===== src/rtl/btnp_pkg.sv =====
// Shared types and constants for the branch tree node pool.
// Holds the node word layout, memory request bundle, status codes and FSM states.
// No dependencies.
`timescale 1ns / 1ps
`default_nettype none

package btnp_pkg;

   localparam int POOL_SIZE = 1024;
   localparam int IDX_W     = $clog2(POOL_SIZE);
   localparam int LINK_W    = IDX_W + 1;
   localparam int DEPTH_W   = 10;
   localparam int CNT_W     = 2;
   localparam int REC_W     = 11;
   localparam int TOTAL_W   = 32;

   localparam logic [LINK_W-1:0]  NODE_NONE = LINK_W'(POOL_SIZE);
   localparam logic [DEPTH_W-1:0] DEPTH_MAX = {DEPTH_W{1'b1}};

   typedef enum logic [1:0] {
      ST_OK       = 2'd0,
      ST_FULL     = 2'd1,
      ST_INACTIVE = 2'd2,
      ST_RULE     = 2'd3
   } status_type;

   typedef enum logic {
      ACT_ADD   = 1'b0,
      ACT_CLOSE = 1'b1
   } action_type;

   typedef enum logic [2:0] {
      S_IDLE,
      S_LOOKUP,
      S_FREE_LINK,
      S_WRITE_PARENT,
      S_WALK,
      S_DONE
   } state_type;

   // One entry of the node memory.
   typedef struct packed {
      logic               active;
      logic [CNT_W-1:0]   count;
      logic [DEPTH_W-1:0] depth;
      logic [LINK_W-1:0]  link;
   } node_word_type;

   localparam node_word_type ROOT_WORD = '{
      active: 1'b1, count: '0, depth: '0, link: NODE_NONE};

   typedef struct packed {
      logic             rd_en;
      logic [IDX_W-1:0] rd_addr;
      logic             wr_en;
      logic [IDX_W-1:0] wr_addr;
      node_word_type    wr_data;
   } mem_req_type;

endpackage

`default_nettype wire


===== src/rtl/btnp_ctrl.sv =====
// Sequencer of the branch tree node pool: allocation, reclaim walk, pool
// registers and the result register. Depends on btnp_pkg.
`timescale 1ns / 1ps
`default_nettype none

module btnp_ctrl
   import btnp_pkg::*;
(
   input  wire logic                 clock,
   input  wire logic                 reset,
   input  wire logic                 req_valid,
   output logic                      req_stall,
   input  wire logic                 req_action,
   input  wire logic [IDX_W-1:0]     req_node,
   output logic                      rsp_valid,
   input  wire logic                 rsp_stall,
   output logic [1:0]                rsp_status,
   output logic [IDX_W-1:0]          rsp_new_node,
   output logic [DEPTH_W-1:0]        rsp_new_depth,
   output logic [REC_W-1:0]          rsp_reclaimed,
   output logic [TOTAL_W-1:0]        rsp_closed_total,
   output mem_req_type               mem_req,
   output logic [LINK_W-1:0]         high_water,
   input  wire node_word_type        rd_word
);

   state_type            state_ff, state_in;
   action_type           act_ff, act_in;
   logic [IDX_W-1:0]     node_ff, node_in;
   logic [IDX_W-1:0]     cur_ff, cur_in;
   node_word_type        par_ff, par_in;
   logic [LINK_W-1:0]    free_head_ff, free_head_in;
   logic [LINK_W-1:0]    hw_ff, hw_in;
   logic [TOTAL_W-1:0]   freed_ff, freed_in;
   logic [REC_W-1:0]     rec_ff, rec_in;
   status_type           res_status_ff, res_status_in;
   logic [IDX_W-1:0]     res_node_ff, res_node_in;
   logic [DEPTH_W-1:0]   res_depth_ff, res_depth_in;

   logic                 rsp_valid_ff, rsp_valid_in;
   status_type           rsp_status_ff, rsp_status_in;
   logic [IDX_W-1:0]     rsp_node_ff, rsp_node_in;
   logic [DEPTH_W-1:0]   rsp_depth_ff, rsp_depth_in;
   logic [REC_W-1:0]     rsp_rec_ff, rsp_rec_in;
   logic [TOTAL_W-1:0]   rsp_total_ff, rsp_total_in;

   function automatic logic [DEPTH_W-1:0] sat_inc(input logic [DEPTH_W-1:0] d);
      return (d == DEPTH_MAX) ? DEPTH_MAX : d + DEPTH_W'(1);
   endfunction

   always_comb begin
      logic [CNT_W-1:0]   cnt_adj;
      logic [REC_W-1:0]   rec_next;
      logic [DEPTH_W-1:0] depth_new;
      logic               do_step;
      logic               in_pool;
      node_word_type      new_word;

      state_in      = state_ff;
      act_in        = act_ff;
      node_in       = node_ff;
      cur_in        = cur_ff;
      par_in        = par_ff;
      free_head_in  = free_head_ff;
      hw_in         = hw_ff;
      freed_in      = freed_ff;
      rec_in        = rec_ff;
      res_status_in = res_status_ff;
      res_node_in   = res_node_ff;
      res_depth_in  = res_depth_ff;
      rsp_valid_in  = rsp_valid_ff && rsp_stall;
      rsp_status_in = rsp_status_ff;
      rsp_node_in   = rsp_node_ff;
      rsp_depth_in  = rsp_depth_ff;
      rsp_rec_in    = rsp_rec_ff;
      rsp_total_in  = rsp_total_ff;
      mem_req       = '0;
      do_step       = 1'b0;

      // A parent one step up the walk loses the child that was just freed.
      cnt_adj  = ((state_ff == S_WALK) && (rd_word.count != '0)) ?
                 rd_word.count - CNT_W'(1) : rd_word.count;
      rec_next = rec_ff + REC_W'(1);
      in_pool  = ({1'b0, node_ff} < NODE_NONE);
      depth_new = sat_inc((state_ff == S_LOOKUP) ? rd_word.depth : par_ff.depth);
      new_word = '{active: 1'b1, count: '0, depth: depth_new, link: {1'b0, node_ff}};

      case (state_ff)
         S_IDLE: begin
            if (req_valid) begin
               act_in          = action_type'(req_action);
               node_in         = req_node;
               cur_in          = req_node;
               rec_in          = '0;
               res_node_in     = '0;
               res_depth_in    = '0;
               mem_req.rd_en   = 1'b1;
               mem_req.rd_addr = req_node;
               state_in        = S_LOOKUP;
            end
         end
         S_LOOKUP: begin
            par_in = rd_word;
            if (!(rd_word.active && in_pool)) begin
               res_status_in = ST_INACTIVE;
               state_in      = S_DONE;
            end else if (act_ff == ACT_ADD) begin
               if (rd_word.count > CNT_W'(1)) begin
                  res_status_in = ST_RULE;
                  state_in      = S_DONE;
               end else if (free_head_ff != NODE_NONE) begin
                  mem_req.rd_en   = 1'b1;
                  mem_req.rd_addr = free_head_ff[IDX_W-1:0];
                  res_node_in     = free_head_ff[IDX_W-1:0];
                  state_in        = S_FREE_LINK;
               end else if (hw_ff < NODE_NONE) begin
                  mem_req.wr_en   = 1'b1;
                  mem_req.wr_addr = hw_ff[IDX_W-1:0];
                  mem_req.wr_data = new_word;
                  res_node_in     = hw_ff[IDX_W-1:0];
                  res_depth_in    = depth_new;
                  hw_in           = hw_ff + LINK_W'(1);
                  state_in        = S_WRITE_PARENT;
               end else begin
                  res_status_in = ST_FULL;
                  state_in      = S_DONE;
               end
            end else begin
               if (rd_word.count == CNT_W'(2)) begin
                  res_status_in = ST_OK;
                  state_in      = S_DONE;
               end else if (rd_word.count != '0) begin
                  res_status_in = ST_RULE;
                  state_in      = S_DONE;
               end else begin
                  do_step = 1'b1;
               end
            end
         end
         S_FREE_LINK: begin
            free_head_in    = (rd_word.link > NODE_NONE) ? NODE_NONE : rd_word.link;
            mem_req.wr_en   = 1'b1;
            mem_req.wr_addr = res_node_ff;
            mem_req.wr_data = new_word;
            res_depth_in    = depth_new;
            state_in        = S_WRITE_PARENT;
         end
         S_WRITE_PARENT: begin
            mem_req.wr_en         = 1'b1;
            mem_req.wr_addr       = node_ff;
            mem_req.wr_data       = par_ff;
            mem_req.wr_data.count = par_ff.count + CNT_W'(1);
            res_status_in         = ST_OK;
            state_in              = S_DONE;
         end
         S_WALK: begin
            do_step = 1'b1;
         end
         S_DONE: begin
            if (!rsp_valid_ff || !rsp_stall) begin
               rsp_valid_in  = 1'b1;
               rsp_status_in = res_status_ff;
               rsp_node_in   = res_node_ff;
               rsp_depth_in  = res_depth_ff;
               rsp_rec_in    = rec_ff;
               rsp_total_in  = freed_ff;
               state_in      = S_IDLE;
            end
         end
         default: begin
            state_in = S_IDLE;
         end
      endcase

      // One node of the reclaim walk per cycle: the read of the next parent
      // is issued while the current node is written back.
      if (do_step) begin
         mem_req.wr_en   = 1'b1;
         mem_req.wr_addr = cur_ff;
         res_status_in   = ST_OK;
         if (cnt_adj != '0) begin
            mem_req.wr_data       = rd_word;
            mem_req.wr_data.count = cnt_adj;
            state_in              = S_DONE;
         end else begin
            mem_req.wr_data = '{active: 1'b0, count: '0, depth: '0, link: free_head_ff};
            free_head_in    = {1'b0, cur_ff};
            freed_in        = freed_ff + TOTAL_W'(1);
            rec_in          = rec_next;
            if ((rd_word.link >= NODE_NONE) || (rec_next == REC_W'(POOL_SIZE))) begin
               state_in = S_DONE;
            end else begin
               mem_req.rd_en   = 1'b1;
               mem_req.rd_addr = rd_word.link[IDX_W-1:0];
               cur_in          = rd_word.link[IDX_W-1:0];
               state_in        = S_WALK;
            end
         end
      end
   end

   always_ff @(posedge clock) begin
      if (reset) begin
         state_ff     <= S_IDLE;
         free_head_ff <= NODE_NONE;
         hw_ff        <= LINK_W'(1);
         freed_ff     <= '0;
         rsp_valid_ff <= 1'b0;
      end else begin
         state_ff     <= state_in;
         free_head_ff <= free_head_in;
         hw_ff        <= hw_in;
         freed_ff     <= freed_in;
         rsp_valid_ff <= rsp_valid_in;
      end
   end

   always_ff @(posedge clock) begin
      act_ff        <= act_in;
      node_ff       <= node_in;
      cur_ff        <= cur_in;
      par_ff        <= par_in;
      rec_ff        <= rec_in;
      res_status_ff <= res_status_in;
      res_node_ff   <= res_node_in;
      res_depth_ff  <= res_depth_in;
      rsp_status_ff <= rsp_status_in;
      rsp_node_ff   <= rsp_node_in;
      rsp_depth_ff  <= rsp_depth_in;
      rsp_rec_ff    <= rsp_rec_in;
      rsp_total_ff  <= rsp_total_in;
   end

   assign req_stall        = (state_ff != S_IDLE);
   assign rsp_valid        = rsp_valid_ff;
   assign rsp_status       = rsp_status_ff;
   assign rsp_new_node     = rsp_node_ff;
   assign rsp_new_depth    = rsp_depth_ff;
   assign rsp_reclaimed    = rsp_rec_ff;
   assign rsp_closed_total = rsp_total_ff;
   assign high_water       = hw_ff;

endmodule

`default_nettype wire


===== config.mk =====
export PLATFORM = sky130hd
export DESIGN_NAME = btnp_ctrl
export DESIGN_NICKNAME = d
export VERILOG_FILES = /design/src/rtl/btnp_pkg.sv /design/src/rtl/btnp_ctrl.sv
export SDC_FILE = /design/constraint.sdc
export NUM_CORES = 1
export LEC_CHECK = 0
export ABC_AREA = 1
export ABC_CLOCK_PERIOD_IN_PS = 5500
export BUFFER_PORTS_ARGS = -buffer_cell sky130_fd_sc_hd__buf_2
export CAP_MARGIN = 25
export CORE_ASPECT_RATIO = 1.5
export CORE_MARGIN = 4
export CORE_UTILIZATION = 35
export DETAILED_ROUTE_END_ITERATION = 8
export RECOVER_POWER = 50
export SYNTH_ARGS = -nofsm -noshare
export SYNTH_HDL_FRONTEND = slang
export SYNTH_SLANG_ARGS = --single-unit

===== constraint.sdc =====
create_clock -name clock -period 5.5 [get_ports clock]
set_input_delay 0.55 -clock clock [delete_from_list [all_inputs] [get_ports clock]]
set_output_delay 0.55 -clock clock [all_outputs]
set_load 0.05 [all_outputs]

==> run_summary.xml <==
<?xml version="1.0" encoding="UTF-8"?>
<metrics>
  <group name="status">
    <metric name="outcome" unit="">finished with violations</metric>
    <metric name="failed_checks" unit="">max-capacitance violations, max-slew violations</metric>
  </group>
  <group name="worst_setup_path">
    <metric name="critPathSlowestCell" unit="">sky130_fd_sc_hd__inv_1</metric>
    <metric name="path_cells" unit="">nor2_1, inv_1, nor2_1, nand2_1, inv_1, nand2_1, o21ai_0, inv_1, nand2_1, o21ai_1, inv_1, buf_2</metric>
    <metric name="cp.required" unit="ns">4.95</metric>
    <metric name="path_class" unit="">flop to output port</metric>
    <metric name="timing.critical_path.slowest_cell_delay" unit="ns">0.86</metric>
    <metric name="worstSetupEndpointType" unit="">output port</metric>
    <metric name="path_max_fanout" unit="">24</metric>
    <metric name="worstPathArrival" unit="ns">3.37</metric>
    <metric name="worst_path_most_repeated_cell" unit="">sky130_fd_sc_hd__inv_1</metric>
    <metric name="setup.worst_path.start_class" unit="">flop</metric>
  </group>
  <group name="floorplanning">
    <metric name="io_pins" unit="">163</metric>
    <metric name="die_area" unit="mm2">0.0305</metric>
    <metric name="die_width" unit="um">144</metric>
    <metric name="core_area" unit="mm2">0.0273</metric>
    <metric name="start_util" unit="%">35.5</metric>
    <metric name="die_h" unit="um">212</metric>
    <metric name="total_number_of_placement_rows" unit="">74</metric>
  </group>
  <group name="cells_and_area">
    <metric name="antennaDiodeCount" unit="">0</metric>
    <metric name="layout_cell_share_with_drive_strength_beyond_1" unit="%">10.2</metric>
    <metric name="instances_no_fill" unit="">1635</metric>
    <metric name="fin_util" unit="%">41.8</metric>
    <metric name="fin_nets" unit="">1325</metric>
    <metric name="syn2layout_area_growth" unit="%">17.5</metric>
  </group>
  <group name="clock_network">
    <metric name="clock_tree_root" unit="">sky130_fd_sc_hd__clkbuf_16</metric>
    <metric name="clkSinkCount" unit="">201</metric>
    <metric name="cts.repair.resized" unit="">0</metric>
    <metric name="tritoncts_clock_tree" unit="">done</metric>
    <metric name="cts.repair_timing.setup_buffer_count" unit="">0</metric>
    <metric name="clock_tree.htree_level_count" unit="">1</metric>
    <metric name="cts-hold-fix-buffers" unit="">0</metric>
    <metric name="insertion_delay" unit="ns">0.51</metric>
    <metric name="cts.path.max_buffers" unit="">3</metric>
    <metric name="tritoncts.num_buffers" unit="">21</metric>
    <metric name="clkSlewWorstSetupHoldPaths" unit="ns">0.07</metric>
  </group>
  <group name="power">
    <metric name="internal-power" unit="W">0.00289</metric>
    <metric name="p_sw_share" unit="%">31.6</metric>
    <metric name="power.ir.vdd_worst" unit="mV">0.277</metric>
    <metric name="pwr_density_cell" unit="mW/mm2">371</metric>
    <metric name="p_leak" unit="nW">4.36</metric>
    <metric name="seq_power_share" unit="%">43.6</metric>
    <metric name="p_sw" unit="W">0.00133</metric>
    <metric name="power_frac_clock" unit="%">36.4</metric>
    <metric name="share_of_power_burned_in_combinational_logic" unit="%">20.0</metric>
  </group>
  <group name="global_route">
    <metric name="grt_antenna_before_repair" unit="">0</metric>
    <metric name="first_pass_grt_wire_length" unit="um">44100</metric>
    <metric name="gr-total-overflow" unit="">0</metric>
    <metric name="first_global_vias" unit="">8064</metric>
    <metric name="all_layer_global_routing_usage" unit="%">18.4</metric>
    <metric name="grt_start_max_net_pins" unit="">56</metric>
  </group>
  <group name="drt">
    <metric name="highest_layer" unit="">met4</metric>
    <metric name="drcViolationCount" unit="">0</metric>
    <metric name="route.final.wire_length" unit="um">28700</metric>
    <metric name="firstDrtPassIters" unit="">7</metric>
    <metric name="wl_met1" unit="um">11100</metric>
    <metric name="final_antenna_net_count" unit="">0</metric>
    <metric name="avgViaCountPerCell" unit="">5.11</metric>
    <metric name="detail_route.iter0.violations" unit="">648</metric>
    <metric name="met2RoutedLength" unit="um">14800</metric>
    <metric name="met3RoutedLength" unit="um">1670</metric>
    <metric name="routed_wire_length_per_instance" unit="um">17.5</metric>
    <metric name="num_vias" unit="">8349</metric>
  </group>
  <group name="yosys">
    <metric name="syn-cell-area" unit="mm2">0.00971</metric>
    <metric name="synth_top_cell_area_share" unit="%">37.1</metric>
    <metric name="synth_cells" unit="">1125</metric>
    <metric name="synth_edf_count" unit="">120</metric>
    <metric name="synth.ff_latch_count" unit="">201</metric>
    <metric name="synth_top_flop_cell" unit="">sky130_fd_sc_hd__edfxtp_1</metric>
    <metric name="syn-mean-instance-area" unit="um2">8.63</metric>
    <metric name="synth.top_cells.by_count" unit="">300 x sky130_fd_sc_hd__nand2_1, 120 x sky130_fd_sc_hd__edfxtp_1, 120 x sky130_fd_sc_hd__inv_1</metric>
    <metric name="number_of_warnings_reported_in_the_yosys_synthesis_log" unit="">0</metric>
    <metric name="yosysTopAreaCell" unit="">sky130_fd_sc_hd__edfxtp_1</metric>
    <metric name="post_synth_main_area_contributors" unit="">sky130_fd_sc_hd__edfxtp_1 37%, sky130_fd_sc_hd__dfxtp_1 17%, sky130_fd_sc_hd__nand2_1 12%</metric>
    <metric name="synth.yosys.seq_area_share" unit="%">53.8</metric>
    <metric name="syn_nets" unit="">1172</metric>
    <metric name="asyncSetResetFlopFracSynth" unit="%">0</metric>
    <metric name="synth_cell_types" unit="">48</metric>
    <metric name="post-synth-top-count-cell" unit="">sky130_fd_sc_hd__nand2_1</metric>
  </group>
  <group name="placement">
    <metric name="placed_cells" unit="">1595</metric>
    <metric name="detailed_place_hpwl" unit="um">21400</metric>
    <metric name="buffer_ports.inserted" unit="">162</metric>
    <metric name="placement_stage_worst_setup_slack" unit="ns">1.89</metric>
    <metric name="gpl.final_weighted_congestion" unit="">0.934</metric>
  </group>
  <group name="timing">
    <metric name="final_worst_setup_slack" unit="ns">1.58</metric>
    <metric name="final_min_period_over_clock_period" unit="%">71.4</metric>
    <metric name="fmax" unit="GHz">0.255</metric>
    <metric name="setup_violations_final" unit="">0</metric>
    <metric name="worst_slew_pin_slew" unit="ns">1.82</metric>
    <metric name="report.final.hold_viol_count" unit="">0</metric>
    <metric name="finalClockSkew" unit="ns">0.0147</metric>
    <metric name="maxSlewHeadroom" unit="%">-21.6</metric>
    <metric name="timing.setup.tns" unit="ns">0</metric>
    <metric name="timing.final.max_slew_violations" unit="">32</metric>
    <metric name="rsz0062_at_grt" unit="">no</metric>
    <metric name="period_needed" unit="ns">3.92</metric>
  </group>
  <group name="worst_hold_path">
    <metric name="hold_path.class" unit="">input port to flop</metric>
  </group>
  <group name="flow_run">
    <metric name="cap_violations" unit="">1</metric>
  </group>
</metrics>
-- worst max-delay path: cells and delay by family, from the launching register on --
| family | cells | cell delay [ns] |
|---|---|---|
| buffers and inverters | 5 | 1.33 |
| flip-flops | 1 | 0.39 |
| AO/OA/AOI/OAI | 2 | 0.19 |
| AND/OR/NAND/NOR | 5 | 0.94 |
-- per-stage QoR --
| stage | total power, W | hold WS, ns | cell area, um2 |
|---|---|---|---|
| CTS | 0.00428 | 0.199 | 11500 |
| global placement | 0.00272 | 0.404 | 10800 |
| floorplan | 0.00248 | 0.400 | 9710 |
| global route | 0.00442 | 0.197 | 11400 |
| detailed placement | 0.00273 | 0.405 | 10800 |
| finish | 0.00423 | 0.219 | 11400 |
-- placed cells by master, fill, tap and decap left out, types with 4 or more instances in the layout --
cell type and count:
sky130_fd_sc_hd__bufinv_16 4, sky130_fd_sc_hd__o2111ai_1 9, sky130_fd_sc_hd__edfxtp_1 120, sky130_fd_sc_hd__o21bai_1 8, sky130_fd_sc_hd__buf_4 6, sky130_fd_sc_hd__clkbuf_1 103, sky130_fd_sc_hd__o21ai_0 75, sky130_fd_sc_hd__a22oi_1 10
sky130_fd_sc_hd__a31oi_1 8, sky130_fd_sc_hd__nand2_1 301, sky130_fd_sc_hd__clkbuf_16 22, sky130_fd_sc_hd__inv_1 121, sky130_fd_sc_hd__nor2_1 72, sky130_fd_sc_hd__o22ai_1 10, sky130_fd_sc_hd__nand3b_1 5, sky130_fd_sc_hd__ha_1 8
sky130_fd_sc_hd__inv_2 4, sky130_fd_sc_hd__dfxtp_1 81, sky130_fd_sc_hd__a21oi_1 63, sky130_fd_sc_hd__nor2_4 6, sky130_fd_sc_hd__o21ai_2 4, sky130_fd_sc_hd__nor3_1 36, sky130_fd_sc_hd__nand3_1 63, sky130_fd_sc_hd__xor2_1 18
sky130_fd_sc_hd__o21ai_1 11, sky130_fd_sc_hd__clkinv_2 4, sky130_fd_sc_hd__nand4_1 15, sky130_fd_sc_hd__xnor2_1 9, sky130_fd_sc_hd__buf_2 61
-- flip-flops by register name (all words and copies together) (netlist names) --
register          count
freed_ff             32
rsp_new_node         10
rsp_new_depth        10
free_head_ff         11
rsp_closed_total     32
state_ff              3
rsp_valid             1
act_ff                1
res_status_ff         2
res_depth_ff         10
node_ff              10
par_ff               24
rec_ff               11
high_water           11
rsp_reclaimed        11
rsp_status            2
cur_ff               10
res_node_ff          10
-- logic make-up after synthesis --
| family | share of synthesized area (%) |
|---|---|
| buffers and inverters | 7.10 |
| AND/OR/NAND/NOR | 23.2 |
| flip-flops | 53.8 |
| adder cells (fa/ha/maj) | 1.03 |
| AO/OA/AOI/OAI | 12.3 |
| XOR/XNOR | 2.60 |
-- final timing paths --
| kind | from | endpoint | slack, ns | depth (start not counted) |
|---|---|---|---|---|
| max | state_ff[2] | mem_req[36] | 1.58 | 12 |
| max reg2reg | state_ff[2] | rsp_closed_total[8] | 2.04 | 6 |
| min | req_action | act_ff | 0.22 | 1 |
| min reg2reg | res_depth_ff[3] | rsp_new_depth[3] | 0.42 | 0 |
-- power by group through the flow --
stage          clock network, W  logic (W)  registers (W)
4_1_cts                 0.00159   0.000853        0.00184
6_report                0.00154   0.000846        0.00184
5_1_grt                 0.00165   0.000923        0.00186
3_3_place_gp                  0   0.000842        0.00187
3_5_place_dp                  0   0.000849        0.00188
2_1_floorplan                 0   0.000575        0.00191
-- cell type report --
type	instances	area (um2)
fill	2765	15900
sequential	201	5230
multi-input combinational	760	3790
timing repair buffer	169	733
clock buffer	24	568
inverter	125	469
tap	342	428
clock inverter	14	189
-- metal layers --
metal / global-route usage [%] / up-vias
met3: 2.77 / 71
met1: 21.7 / 3892
li1: - / 4097
met2: 33.0 / 289
met5: 0 / -
met4: 7.60 / 0
Power figures use the tool's default switching activity.
